===== src/rtl/core/spd_pkg.sv =====
// ----------------------------------------------------------------------------
// Sync packet deframer package
// Shared types and constants for the sync packet deframer.
// ----------------------------------------------------------------------------
`default_nettype none

package spd_pkg;

    localparam logic [7:0]  SYNC_BYTE          = 8'hAA;
    localparam logic [15:0] MAX_LEN_RESET      = 16'd256;
    localparam logic [31:0] HUNT_LIMIT_RESET   = 32'd16800;

    localparam int unsigned CFG_INDEX_WIDTH    = 8;
    localparam logic [CFG_INDEX_WIDTH-1:0] CFG_MAX_PAYLOAD_LENGTH = 8'd0;
    localparam logic [CFG_INDEX_WIDTH-1:0] CFG_HUNT_LIMIT         = 8'd1;

    typedef enum logic [2:0] {
        PH_HUNT,
        PH_OPCODE,
        PH_SEQ,
        PH_LEN_HI,
        PH_LEN_LO,
        PH_PAYLOAD,
        PH_CHECK
    } phase_t;

    typedef enum logic {
        KIND_PAYLOAD = 1'b0,
        KIND_STATUS  = 1'b1
    } kind_t;

    typedef enum logic [1:0] {
        STATUS_OK        = 2'd0,
        STATUS_TIMEOUT   = 2'd1,
        STATUS_TOO_LONG  = 2'd2,
        STATUS_BAD_CHECK = 2'd3
    } status_t;

    typedef struct packed {
        kind_t       kind;
        logic [7:0]  payload_byte;
        logic [15:0] byte_index;
        logic [7:0]  opcode;
        logic [7:0]  sequence_num;
        logic [15:0] length;
        status_t     status;
    } result_t;

endpackage

`default_nettype wire


===== src/rtl/core/spd_parser.sv =====
// ----------------------------------------------------------------------------
// Sync packet deframer parser
// Frame state machine: sync hunt, header capture, payload and checksum check.
// ----------------------------------------------------------------------------
`default_nettype none

module spd_parser
(
    input  wire logic            clk,
    input  wire logic            rst_n,
    input  wire logic            step,
    input  wire logic [7:0]      rx_byte,
    input  wire logic [15:0]     max_len,
    input  wire logic [31:0]     hunt_limit,
    output spd_pkg::result_t     res,
    output logic                 res_valid
);

    spd_pkg::phase_t phase_reg, phase_next;
    logic [31:0] hunt_count_reg, hunt_count_next;
    logic [7:0]  opcode_reg, opcode_next;
    logic [7:0]  sequence_reg, sequence_next;
    logic [15:0] length_reg, length_next;
    logic [15:0] payload_count_reg, payload_count_next;
    logic [7:0]  xor_reg, xor_next;

    logic [31:0] limit;
    logic [31:0] hunt_count_inc;
    logic [15:0] payload_count_inc;
    logic [15:0] full_length;
    logic        is_sync;
    logic        timeout;
    logic        too_long;

    assign limit             = (hunt_limit == 32'd0) ? 32'd1 : hunt_limit;
    assign hunt_count_inc    = hunt_count_reg + 32'd1;
    assign payload_count_inc = payload_count_reg + 16'd1;
    assign full_length       = {length_reg[15:8], rx_byte};
    assign is_sync           = (rx_byte == spd_pkg::SYNC_BYTE);
    assign timeout           = !is_sync && (hunt_count_inc >= limit);
    assign too_long          = (full_length > max_len);

    // Next state.
    always_comb
    begin
        phase_next         = phase_reg;
        hunt_count_next    = hunt_count_reg;
        opcode_next        = opcode_reg;
        sequence_next      = sequence_reg;
        length_next        = length_reg;
        payload_count_next = payload_count_reg;
        xor_next           = xor_reg;
        unique case (phase_reg)
            spd_pkg::PH_HUNT:
            begin
                if (is_sync)
                begin
                    hunt_count_next = 32'd0;
                    xor_next        = 8'd0;
                    phase_next      = spd_pkg::PH_OPCODE;
                end
                else if (timeout)
                begin
                    hunt_count_next = 32'd0;
                end
                else
                begin
                    hunt_count_next = hunt_count_inc;
                end
            end
            spd_pkg::PH_OPCODE:
            begin
                opcode_next = rx_byte;
                xor_next    = rx_byte;
                phase_next  = spd_pkg::PH_SEQ;
            end
            spd_pkg::PH_SEQ:
            begin
                sequence_next = rx_byte;
                xor_next      = xor_reg ^ rx_byte;
                phase_next    = spd_pkg::PH_LEN_HI;
            end
            spd_pkg::PH_LEN_HI:
            begin
                length_next = {rx_byte, 8'h00};
                xor_next    = xor_reg ^ rx_byte;
                phase_next  = spd_pkg::PH_LEN_LO;
            end
            spd_pkg::PH_LEN_LO:
            begin
                length_next        = full_length;
                xor_next           = xor_reg ^ rx_byte;
                payload_count_next = 16'd0;
                if (too_long)
                begin
                    phase_next      = spd_pkg::PH_HUNT;
                    hunt_count_next = 32'd0;
                end
                else if (full_length == 16'd0)
                begin
                    phase_next = spd_pkg::PH_CHECK;
                end
                else
                begin
                    phase_next = spd_pkg::PH_PAYLOAD;
                end
            end
            spd_pkg::PH_PAYLOAD:
            begin
                xor_next           = xor_reg ^ rx_byte;
                payload_count_next = payload_count_inc;
                if (payload_count_inc >= length_reg)
                begin
                    phase_next = spd_pkg::PH_CHECK;
                end
            end
            spd_pkg::PH_CHECK:
            begin
                phase_next      = spd_pkg::PH_HUNT;
                hunt_count_next = 32'd0;
            end
            default:
            begin
                phase_next      = spd_pkg::PH_HUNT;
                hunt_count_next = 32'd0;
            end
        endcase
    end

    // Result for the byte now in the input stage.
    always_comb
    begin
        res_valid        = 1'b0;
        res.kind         = spd_pkg::KIND_STATUS;
        res.payload_byte = 8'd0;
        res.byte_index   = 16'd0;
        res.opcode       = opcode_reg;
        res.sequence_num = sequence_reg;
        res.length       = length_reg;
        res.status       = spd_pkg::STATUS_OK;
        unique case (phase_reg)
            spd_pkg::PH_HUNT:
            begin
                res_valid        = timeout;
                res.opcode       = 8'd0;
                res.sequence_num = 8'd0;
                res.length       = 16'd0;
                res.status       = spd_pkg::STATUS_TIMEOUT;
            end
            spd_pkg::PH_LEN_LO:
            begin
                res_valid  = too_long;
                res.length = full_length;
                res.status = spd_pkg::STATUS_TOO_LONG;
            end
            spd_pkg::PH_PAYLOAD:
            begin
                res_valid        = 1'b1;
                res.kind         = spd_pkg::KIND_PAYLOAD;
                res.payload_byte = rx_byte;
                res.byte_index   = payload_count_reg;
            end
            spd_pkg::PH_CHECK:
            begin
                res_valid  = 1'b1;
                res.status = (xor_reg == rx_byte) ? spd_pkg::STATUS_OK
                                                  : spd_pkg::STATUS_BAD_CHECK;
            end
            default:
            begin
                res_valid = 1'b0;
            end
        endcase
    end

    always_ff @(posedge clk or negedge rst_n)
    begin
        if (!rst_n)
        begin
            phase_reg         <= spd_pkg::PH_HUNT;
            hunt_count_reg    <= 32'd0;
            opcode_reg        <= 8'd0;
            sequence_reg      <= 8'd0;
            length_reg        <= 16'd0;
            payload_count_reg <= 16'd0;
            xor_reg           <= 8'd0;
        end
        else if (step)
        begin
            phase_reg         <= phase_next;
            hunt_count_reg    <= hunt_count_next;
            opcode_reg        <= opcode_next;
            sequence_reg      <= sequence_next;
            length_reg        <= length_next;
            payload_count_reg <= payload_count_next;
            xor_reg           <= xor_next;
        end
    end

    // A frame only sits in the payload phase while bytes are still owed.
    a_payload_owed: assert property (@(posedge clk) disable iff (!rst_n)
        phase_reg == spd_pkg::PH_PAYLOAD |-> payload_count_reg < length_reg)
        else $error("payload phase with no payload bytes left");

    a_payload_phase: assert property (@(posedge clk) disable iff (!rst_n)
        res_valid && res.kind == spd_pkg::KIND_PAYLOAD |-> phase_reg == spd_pkg::PH_PAYLOAD)
        else $error("payload result outside payload phase");

    a_sync_start: assert property (@(posedge clk) disable iff (!rst_n)
        step && phase_reg == spd_pkg::PH_HUNT && rx_byte == spd_pkg::SYNC_BYTE
        |=> phase_reg == spd_pkg::PH_OPCODE && hunt_count_reg == 32'd0)
        else $error("sync byte did not start a frame");

endmodule

`default_nettype wire


===== src/rtl/core/spd_out_reg.sv =====
// ----------------------------------------------------------------------------
// Sync packet deframer output register
// Holds one result item until the downstream side takes it.
// ----------------------------------------------------------------------------
`default_nettype none

module spd_out_reg
(
    input  wire logic              clk,
    input  wire logic              rst_n,
    input  wire logic              load,
    input  wire spd_pkg::result_t  res_in,
    input  wire logic              out_ready,
    output logic                   out_valid,
    output spd_pkg::result_t       res_out,
    output logic                   free
);

    logic             valid_reg, valid_next;
    spd_pkg::result_t res_reg;

    assign free       = !valid_reg || out_ready;
    assign valid_next = load || (valid_reg && !out_ready);

    always_ff @(posedge clk or negedge rst_n)
    begin
        if (!rst_n)
        begin
            valid_reg <= 1'b0;
        end
        else
        begin
            valid_reg <= valid_next;
        end
    end

    always_ff @(posedge clk)
    begin
        if (load)
        begin
            res_reg <= res_in;
        end
    end

    assign out_valid = valid_reg;
    assign res_out   = res_reg;

endmodule

`default_nettype wire


===== src/rtl/core/sync_packet_deframer.sv =====
// ----------------------------------------------------------------------------
// Sync packet deframer
// Byte-serial frame parser with sync hunt, length check and XOR checksum.
// ----------------------------------------------------------------------------
//  Channel  Handshake               Payload
//  in       in_valid / in_ready     rx_byte
//  out      out_valid / out_ready   result_kind, payload_byte, byte_index,
//                                   frame_opcode, frame_sequence,
//                                   frame_length, frame_status
//  cfg      cfg_valid / cfg_ready   cfg_index, cfg_data
//
// One byte is accepted per cycle unless a staged result must wait for the output.
// Throughput is set by the single input stage feeding the parser state machine.
// Reset returns the parser to sync hunt and loads the register defaults.
// A stalled output holds up only bytes that produce a result; others still pass.
// Configuration writes are always ready and take effect on the next byte.
// ----------------------------------------------------------------------------
`default_nettype none

module sync_packet_deframer
(
    input  wire logic        clk,
    input  wire logic        rst_n,

    input  wire logic        in_valid,
    output logic             in_ready,
    input  wire logic [7:0]  rx_byte,

    output logic             out_valid,
    input  wire logic        out_ready,
    output logic             result_kind,
    output logic [7:0]       payload_byte,
    output logic [15:0]      byte_index,
    output logic [7:0]       frame_opcode,
    output logic [7:0]       frame_sequence,
    output logic [15:0]      frame_length,
    output logic [1:0]       frame_status,

    input  wire logic        cfg_valid,
    output logic             cfg_ready,
    input  wire logic [spd_pkg::CFG_INDEX_WIDTH-1:0] cfg_index,
    input  wire logic [31:0] cfg_data
);

    logic [15:0] max_len_reg;
    logic [31:0] hunt_limit_reg;

    logic        stage_valid_reg;
    logic [7:0]  stage_byte_reg;

    spd_pkg::result_t res;
    spd_pkg::result_t res_out;
    logic             res_valid;
    logic             out_free;
    logic             step;
    logic             in_accept;

    assign cfg_ready = 1'b1;
    assign step      = stage_valid_reg && (!res_valid || out_free);
    assign in_ready  = !stage_valid_reg || step;
    assign in_accept = in_valid && in_ready;

    always_ff @(posedge clk or negedge rst_n)
    begin
        if (!rst_n)
        begin
            max_len_reg    <= spd_pkg::MAX_LEN_RESET;
            hunt_limit_reg <= spd_pkg::HUNT_LIMIT_RESET;
        end
        else if (cfg_valid && cfg_ready)
        begin
            unique case (cfg_index)
                spd_pkg::CFG_MAX_PAYLOAD_LENGTH: max_len_reg    <= cfg_data[15:0];
                spd_pkg::CFG_HUNT_LIMIT:         hunt_limit_reg <= cfg_data;
                default:                         ;
            endcase
        end
    end

    always_ff @(posedge clk or negedge rst_n)
    begin
        if (!rst_n)
        begin
            stage_valid_reg <= 1'b0;
        end
        else if (in_accept)
        begin
            stage_valid_reg <= 1'b1;
        end
        else if (step)
        begin
            stage_valid_reg <= 1'b0;
        end
    end

    always_ff @(posedge clk)
    begin
        if (in_accept)
        begin
            stage_byte_reg <= rx_byte;
        end
    end

    spd_parser u_parser
    (
        .clk        (clk),
        .rst_n      (rst_n),
        .step       (step),
        .rx_byte    (stage_byte_reg),
        .max_len    (max_len_reg),
        .hunt_limit (hunt_limit_reg),
        .res        (res),
        .res_valid  (res_valid)
    );

    spd_out_reg u_out_reg
    (
        .clk       (clk),
        .rst_n     (rst_n),
        .load      (step && res_valid),
        .res_in    (res),
        .out_ready (out_ready),
        .out_valid (out_valid),
        .res_out   (res_out),
        .free      (out_free)
    );

    assign result_kind    = res_out.kind;
    assign payload_byte   = res_out.payload_byte;
    assign byte_index     = res_out.byte_index;
    assign frame_opcode   = res_out.opcode;
    assign frame_sequence = res_out.sequence_num;
    assign frame_length   = res_out.length;
    assign frame_status   = res_out.status;

    // An item with a result must wait while the output register is full and not taken.
    a_no_overwrite: assert property (@(posedge clk) disable iff (!rst_n)
        out_valid && !out_ready && res_valid |-> !step)
        else $error("result would overwrite a pending output item");

    a_stage_loaded: assert property (@(posedge clk) disable iff (!rst_n)
        in_valid && in_ready |=> stage_valid_reg)
        else $error("accepted item missing from input stage");

    a_empty_ready: assert property (@(posedge clk) disable iff (!rst_n)
        !stage_valid_reg |-> in_ready)
        else $error("empty input stage refused an item");

endmodule

`default_nettype wire

===== config.mk =====
export PLATFORM = sky130hd
export DESIGN_NAME = sync_packet_deframer
export DESIGN_NICKNAME = d
export VERILOG_FILES = /design/src/rtl/core/spd_pkg.sv /design/src/rtl/core/spd_parser.sv /design/src/rtl/core/spd_out_reg.sv /design/src/rtl/core/sync_packet_deframer.sv
export SDC_FILE = /design/constraint.sdc
export NUM_CORES = 1
export LEC_CHECK = 0
export BUFFER_PORTS_ARGS = -buffer_cell sky130_fd_sc_hd__buf_4
export CAP_MARGIN = 20
export CORE_MARGIN = 1.5
export CORE_UTILIZATION = 30
export DETAILED_ROUTE_END_ITERATION = 12
export SLEW_MARGIN = 5
export SYNTH_ARGS = -nofsm -noshare
export SYNTH_HDL_FRONTEND = slang
export SYNTH_HIERARCHICAL = 1
export SYNTH_SLANG_ARGS = --single-unit

===== constraint.sdc =====
create_clock -name clk -period 4.34 [get_ports clk]
set_clock_uncertainty 0.1 [all_clocks]
set_input_delay 0.868 -clock clk [delete_from_list [all_inputs] [get_ports clk]]
set_output_delay 0.868 -clock clk [all_outputs]
set_load 0.01 [all_outputs]

==> results.toml, run 1 <==
[synth]
synth_area_per_cell_um2 = 11.1
synth_area_um2 = 11200
synth_fp_nets = 1130
ys.flop_type = "dfrtp_1"
synth_edf_count = 67
ys_top_cells_by_area = "dfrtp_1 (30%), edfxtp_1 (18%), ha_1 (7.4%), mux2_2 (4.2%), mux2_4 (4.0%)"
synth_largest_area_cell = "dfrtp_1"
async_flop_share_pct = 67.8
synth-seq-area-share_pct = 49.6
ys_seq_elements = 208
yosys_warnings = 6
synth_cell_types = 70
yosysTopAreaCellShare_pct = 30.4
syn-instance-count = 1011

[drt]
vias = 8366
drt_wl_total_um = 28900
drc_errors = 0
dr.pass1.iters = 5
vias_per_cell = 4.91
antenna_left = 0
routedWlPerCell_um = 16.9
drtIter0Drc = 373

[run]
maxCapViolations = 0

[timing]
drv_slew = 0
setup_viol = 50
setup_slack_ps = -310
period_share_pct = 107
fmax_ghz = 0.215
relSlewSlack_pct = 51.3
hold_violations = 0
fin_crit_ps = 4650
max_slew.worst_pin.slew_ps = 725
rsz0062_at_grt = "true"
whs_ps = 174
finalSetupTns_ps = -3100

[critical_path]
cp_data_arrival_time_ps = 3680
crit_start = "u_parser/hunt_count_reg[10]"
endpoint_kind = "output pin"
r2r_slack_ps = -170
reg2reg_from = "u_parser/hunt_count_reg[10]"
cp.required_ps = 3370
cp_max_fo = 4
worstSetupStartpointType = "register"
endpoint = "in_ready"
critical_path_class = "reg -> out"
reg2regPathDepth = 19
rr_endpoint = "u_parser/sequence_reg[1]"

[finish]
fillers = 3568
largest_reg_flops = 59
final_area_um2 = 14500
diodes = 0
fin_cells = 1705
multi_input_area_um2 = 5360
ff_latch_area_um2 = 5550
final_nets = 1336
drive_gt1_share_pct = 32.2
syn_to_final_growth_pct = 29.5
fin_util_pct = 39.5

[placement]
pre_cts_ws_ps = -503
dp_hpwl_um = 20200
placed_cell_area_um2 = 13200
gp_congestion = 0.831
io_buffers = 113
dp_cells = 1647

[die]
dieHeight_um = 196
rows = 70
ios = 115
die_w_um = 196
start_util_pct = 30.5
dieArea_um2 = 38500
fp.coreArea_um2 = 36700

[power]
vdd_drop_max_mv = 0.321
cellPowerDensity_nw_per_um2 = 513
leakage_nw = 6.64
power_mw = 7.43

[clock_network]
clk-insertion-delay-late_ps = 530
clk_pin_slew_ps = 60
ctsHoldBuffers = 0
cts_made_buffers = 26
cts_root_buf = "clkbuf_16"
cts_tree = "built"
h-tree-depth = 1
cts_buffer_depth = 3
clock-sinks = 208

[global_route]
antenna_found_initial = 0
grt_max_degree = 106
gr-total-overflow = 0
grt_use_total_pct = 15.1
grt_pass1_wl_um = 46300
grt_pass1_vias = 8525

[status]
status = "complete, but fails checks"
violations = "setup timing"

[worst_hold_path]
hold_class = "in -> async"
[synthesized netlist by cell type, types with 25 or more instances]
cell type	n
a21oi_1	31
a22o_1	25
and3_1	41
clkbuf_1	27
dfrtp_1	136
edfxtp_1	67
ha_1	66
inv_1	72
mux2_2	42
mux2_4	30
nand2_1	79
nand3_1	29
nor2_1	48
nor2b_1	25
o21ai_0	54
xnor2_1	31
[cells by family after synthesis]
group | Yosys count | synth area share [%]
simple gates | 315 | 15.2
xor+xnor | 53 | 4.15
fa+ha+maj | 66 | 7.38
buf+inv | 118 | 4.85
mux | 72 | 8.25
compound gates | 178 | 10.6
other cells | 1 | 0.0335
flops | 208 | 49.6
[report_power, final]
group / switching, mW / total (mW) / internal [mW]
clock: 0.881 / 2.33 / 1.45
combinational: 1.30 / 2.35 / 1.05
sequential: 0.278 / 2.75 / 2.47
total: 2.46 / 7.43 / 4.97
[what timing repair did]
item	CTS	global route
setup endpoints to repair	85	92
cloned	2	0
buffers inserted	4	2
gates resized for setup	26	23
pin swaps	14	20
[worst max-delay path, cell delays in order (launching register included)]
cell	delay [ps]
dfrtp_1	370
and3_4	210
nand3_4	90
buf_6	140
nor4_4	300
buf_4	200
nand3_4	90
xnor2_2	150
ha_1	290
and4_4	200
a221oi_2	250
o21a_2	220
a21oi_2	70
a31o_2	250
buf_6	130
nand3_4	80
buf_6	100
[worst min path at each step]
stage,from,end,slack [ps],depth (start not counted)
floorplan,u_parser/opcode_reg[0],u_parser/opcode_reg[0],340,2
global placement,u_parser/opcode_reg[0],u_parser/opcode_reg[0],380,2
detailed placement,u_parser/opcode_reg[5],u_parser/opcode_reg[5],390,1
CTS,rx_byte[4],stage_byte_reg[4],390,1
global route,rst_n,hunt_limit_reg[12],200,1
finish,rst_n,hunt_limit_reg[9],170,1
[area by class of cell]
| cell class | instances | share of cell area [%] |
|---|---|---|
| clock buffers | 32 | 5.08 |
| clock inverters | 16 | 1.39 |
| inverters | 73 | 1.89 |
| multi-input cells | 687 | 37.0 |
| flip-flops and latches | 208 | 38.3 |
| well taps | 468 | 4.04 |
| repair buffers | 221 | 12.3 |
[layout by cell type (no fill, tap or decap), drive strengths merged, types with 25 or more instances in the layout]
cell type and instances:
a21oi 35, nand3 30, nand2 79, inv 74
buf 221, nor2b 25, mux2 72, o21ai 60
dfrtp 136, edfxtp 67, a22o 25, ha 66
and3 41, clkbuf 32, nor2 48, xnor2 31
[metal layers]
| metal | track usage, % | up-vias | share of wire (%) |
|---|---|---|---|
| met2 | 24.0 | 194 | 45 |
| li1 | - | 4039 | - |
| met1 | 20.9 | 4085 | 47 |
| met5 | 0 | - | 0 |
| met3 | 2.58 | 48 | 4.8 |
| met4 | 4.73 | 0 | 2.8 |
No activity file was read; power rests on OpenSTA's default activity.
==> run 2: changes to the inputs <==
PLACE_DENSITY = 0.47   (was default)
REMOVE_ABC_BUFFERS = 1   (was default)
==> results.toml, run 2 (synthesized netlist as in run 1, its figures left out) <==
[status]
status = "complete, but fails checks"
violations = "setup timing"

[timing]
rsz0062_at_grt = "true"
hold_violations = 0
relSlewSlack_pct = 38.9
max_slew.worst_pin.slew_ps = 916
setup_slack_ps = -250
whs_ps = 279
drv_slew = 0
setup_viol = 41
period_share_pct = 106
fmax_ghz = 0.218
fin_crit_ps = 4590

[drt]
drt_wl_total_um = 30400
drtIter0Drc = 434
drc_errors = 0
vias = 8435
routedWlPerCell_um = 17.8
dr.pass1.iters = 4
antenna_left = 0
vias_per_cell = 4.93

[global_route]
grt_max_degree = 88
grt_pass1_wl_um = 47100
gr-total-overflow = 0
grt_pass1_vias = 8393
antenna_found_initial = 0
grt_use_total_pct = 15.6

[die]
rows = 70
dieArea_um2 = 38500
fp.coreArea_um2 = 36700
ios = 115
die_w_um = 196
dieHeight_um = 196
start_util_pct = 30.5

[finish]
ff_latch_area_um2 = 5550
diodes = 0
multi_input_area_um2 = 5720
final_nets = 1343
largest_reg_flops = 59
fillers = 3540
layout_common_cells = "buf_4 (198), dfrtp_1 (136), inv_1 (72)"
final_area_um2 = 14800
fin_cells = 1712
syn_to_final_growth_pct = 32.7
drive_gt1_share_pct = 36.8
final_common_cell = "buf_4"

[clock_network]
h-tree-depth = 1
cts_tree = "built"
cts_buffer_depth = 3
cts_root_buf = "clkbuf_16"
clk-insertion-delay-late_ps = 540
clk_pin_slew_ps = 60
cts_made_buffers = 26
clock-sinks = 208
ctsHoldBuffers = 0

[critical_path]
critical_path_class = "reg -> out"
worstSetupStartpointType = "register"
cp_data_arrival_time_ps = 3620
cp_max_fo = 3
endpoint_kind = "output pin"
cp.required_ps = 3370

[power]
vdd_drop_max_mv = 0.278
leakage_nw = 6.80
power_mw = 7.43
cellPowerDensity_nw_per_um2 = 500

[placement]
io_buffers = 113
gp_congestion = 0.807
dp_hpwl_um = 21100
dp_cells = 1638
pre_cts_ws_ps = -303
placed_cell_area_um2 = 13100

[worst_hold_path]
hold_class = "in -> async"

[run]
maxCapViolations = 0
==> run 2: cell count changes in the layout (fill, tap and decap cells not counted), sizes merged <==
cell      before  now
clkbuf        32   41
buf          221  228
bufinv         4    0
inv           74   73
clkinv         8    7
clkinvlp       3    0
==> run 2: worst paths after layout <==
kind	from	to	cells after the start	slack, ps
hold reg to reg	u_parser/opcode_reg[3]	u_parser/opcode_reg[3]	1	400
setup reg to reg	u_parser/hunt_count_reg[2]	u_parser/sequence_reg[0]	20	-150
min in group clk	u_parser/opcode_reg[3]	u_parser/opcode_reg[3]	1	400
hold / removal	rst_n	hunt_limit_reg[17]	1	280
max in group asynchronous	rst_n	max_len_reg[8]	2	2870
setup / recovery	u_parser/hunt_count_reg[2]	in_ready	16	-250
==> run 2: cell type report <==
cell class,instances,share of cell area (%)
timing repair buffer,228,12.6
tap,468,3.94
clock buffer,41,5.45
multi-input combinational,687,38.5
inverter,73,1.85
clock inverter,7,0.261
sequential,208,37.4
==> run 2: power breakdown <==
group	internal, mW	leakage, nW	switching (mW)	total (mW)
sequential	2.47	2.50	0.292	2.76
clock	1.28	0.424	0.849	2.12
combinational	1.17	3.88	1.37	2.54
==> run 2: metal layers <==
layer | track usage, % | wire, µm
met5 | 0 | 0
met4 | 5.07 | 705
met3 | 1.86 | 1170
met2 | 24.2 | 13700
met1 | 22.7 | 14900
==> run 2: worst max-delay path, stage by stage, from the launching register on <==
cell,delay [ps]
dfrtp_1,350
and4_4,260
buf_6,100
and2_4,130
and3_4,180
buf_6,100
nand3_4,80
xnor2_4,170
ha_4,280
nand4_1,120
nor3_2,250
o311ai_1,130
a311o_1,370
a21oi_2,150
a31o_2,140
nand3_4,110
buf_6,150
==> run 2: per-stage QoR <==
step / setup TNS (ps) / utilization (%)
after floorplan: -79430 / -
after global placement: -8970 / 35.7
after detailed placement: -11390 / 35.7
after CTS: -5640 / 38.8
after global routing: -21610 / 40.5
final: -3290 / 40.5
==> run 2: timing repair <==
item	in CTS	in global routing
setup buffers	5	17
gates cloned	0	3
hold endpoints to repair	0	0
endpoints found under the setup margin	83	92
pin swaps	22	36
gates resized for setup	53	107
==> run 3: changes to the inputs <==
ABC_AREA = 1   (was default)
CORE_MARGIN = 5   (was 1.5)
SKIP_LAST_GASP = 1   (was default)
==> results.toml, run 3 <==
[status]
status = "complete, but fails checks"
violations = "setup timing"

[timing]
drv_slew = 0
period_share_pct = 106
fmax_ghz = 0.216
hold_violations = 0
fin_crit_ps = 4620
setup_slack_ps = -279
relSlewSlack_pct = 45.5
rsz0062_at_grt = "true"
max_slew.worst_pin.slew_ps = 816
whs_ps = 235
setup_viol = 20

[finish]
final_area_um2 = 14200
ff_latch_area_um2 = 5550
layout_common_cells = "nand2_1 (367), inv_1 (172), buf_4 (156)"
fin_cells = 1932
diodes = 0
final_nets = 1563
syn_to_final_growth_pct = 28.0
multi_input_area_um2 = 5030
largest_reg_flops = 59
fillers = 3725
drive_gt1_share_pct = 23.0
final_common_cell = "nand2_1"

[critical_path]
cp_max_fo = 4
slowest_stage = "dfrtp_1"
crit_start = "u_parser/hunt_count_reg[1]"
cp_data_arrival_time_ps = 3650
cp_common_cell = "nand3_2"
r2r_slack_ps = -30
cp_num_buf_inv = 2
cp.required_ps = 3370
worstSetupStartpointType = "register"
path_cells = "buf_6, nand2_4, nor2_4, nand3_2, nor3_4, nand2_4, nor2_4, nand2_2, xnor2_2, ha_1, a21oi_2, o21a_1, nand2_2, a21oi_2, nand3_2, nand2_1, nand4_1, nand3_2, buf_6"
cp_top_family = "simple AND/OR/NAND/NOR gates"
endpoint_kind = "output pin"
worst_path_largest_cell_delay_ps = 370
reg2reg_from = "u_parser/hunt_count_reg[1]"
critical_path_class = "reg -> out"

[power]
leakage_nw = 6.94
vdd_drop_max_mv = 0.380
cellPowerDensity_nw_per_um2 = 534

[placement]
gp_congestion = 0.833
dp_cells = 1857
placed_cell_area_um2 = 12700
dp_hpwl_um = 21100
io_buffers = 113

[synth]
post-synth-top-count-cell = "nand2_1"
ys.flop_type = "dfrtp_1"
synth-seq-area-share_pct = 50.1
async_flop_share_pct = 67.8
synth_commonest_cells = "nand2_1 (402), inv_1 (177), dfrtp_1 (136)"
ys_top_cells_by_area = "dfrtp_1 (31%), edfxtp_1 (18%), nand2_1 (14%), ha_1 (7.5%), inv_1 (6.0%)"
synth_area_um2 = 11100
syn-instance-count = 1266
synth_cell_types = 45
ys_seq_elements = 208
synth_edf_count = 67
yosys_warnings = 6
yosysTopAreaCellShare_pct = 30.7
synth_area_per_cell_um2 = 8.75
synth_largest_area_cell = "dfrtp_1"

[drt]
drc_errors = 0
vias_per_cell = 4.53
routedWlPerCell_um = 15.1
drtIter0Drc = 505
antenna_left = 0
drt_wl_total_um = 29200
dr.pass1.iters = 4
vias = 8751

[run]
maxCapViolations = 0

[clock_network]
cts_buffer_depth = 3
clk_pin_slew_ps = 60
clock-sinks = 208
cts_tree = "built"
h-tree-depth = 1
ctsHoldBuffers = 0
cts_root_buf = "clkbuf_16"
clk-insertion-delay-late_ps = 540
cts_made_buffers = 26

[die]
dieArea_um2 = 40800
ios = 115
dieHeight_um = 202
rows = 70
fp.coreArea_um2 = 36500
die_w_um = 202
start_util_pct = 30.3

[global_route]
gr-total-overflow = 0
antenna_found_initial = 0
grt_max_degree = 77
grt_use_total_pct = 13.9
grt_pass1_vias = 8885
grt_pass1_wl_um = 46800

[worst_hold_path]
hold_class = "in -> async"
==> run 3: changes by cell type after synthesis, moves of 10 or more <==
| cell | before | now |
|---|---|---|
| xnor2_1 | 31 | 16 |
| clkbuf_1 | 27 | 5 |
| nor2b_1 | 25 | 0 |
| a22o_1 | 25 | 0 |
| inv_1 | 72 | 177 |
| mux2_2 | 42 | 8 |
| nand2b_1 | 21 | 0 |
| nand2_1 | 79 | 402 |
| nor2_1 | 48 | 94 |
| and3_1 | 41 | 1 |
| mux2_4 | 30 | 0 |
| o22ai_1 | 9 | 28 |
| o21ai_0 | 54 | 37 |
| and4_1 | 10 | 0 |
==> run 3: cell type report <==
| type | instances | area share (%) |
|---|---|---|
| Sequential cell | 208 | 39.1 |
| Tap cell | 468 | 4.13 |
| Clock inverter | 15 | 0.812 |
| Multi-Input combinational cell | 850 | 35.5 |
| Inverter | 182 | 4.84 |
| Timing Repair Buffer | 176 | 10.5 |
| Clock buffer | 33 | 5.06 |
==> run 3: cell families (layout without fill, tap and decap cells) <==
logic type	after synthesis	count (layout)	synth area share [%]
AND/OR/NAND/NOR	613	613	24.2
multiplexers	8	8	0.814
adder cells (fa/ha/maj)	66	66	7.46
other	1	1	0.0339
flip-flops	208	208	50.1
XOR/XNOR	46	46	3.77
AO/OA/AOI/OAI	116	116	6.00
buffers and inverters	208	406	7.62
==> run 3: where the power goes <==
group	internal [mW]	switching [mW]
clock network	1.23	0.856
registers	2.57	0.258
logic	1.10	1.55
total	4.90	2.66
==> run 3: path summary, 6_finish.rpt <==
kind	to	cells after the start
max	in_ready	19
min	hunt_limit_reg[19]	1
max reg2reg	u_parser/hunt_count_reg[30]	26
min reg2reg	max_len_reg[8]	2
max in group asynchronous	hunt_limit_reg[5]	2
min in group clk	max_len_reg[8]	2
==> run 3: repair_timing <==
item	CTS	global route
buffers inserted	7	16
resized for setup	12	91
pin swaps	8	43
endpoints found under the setup margin	33	127
gates cloned	0	4
==> run 3: per-layer routing <==
metal  up-vias  GRT usage, %  wire, µm
met3        38          2.10      1180
met2       151          21.7     12800
met1      4123          20.2     14500
met4         0          3.35       647
met5         -             0         0
li1       4439             -         -
==> run 3: stage by stage <==
| stage | power (mW) | TNS [ps] | setup WS, ps | utilization [%] |
|---|---|---|---|---|
| 2_1_floorplan | 4.31 | -23490 | -360 | - |
| 6_report | 7.56 | -613 | -279 | 38.8 |
| 4_1_cts | 7.43 | -353 | -353 | 37.3 |
| 3_3_place_gp | 5.24 | 0 | 13.5 | 34.8 |
| 3_5_place_dp | 5.27 | -594 | -36.9 | 34.8 |
| 5_1_grt | 8.10 | -9080 | -469 | 38.8 |
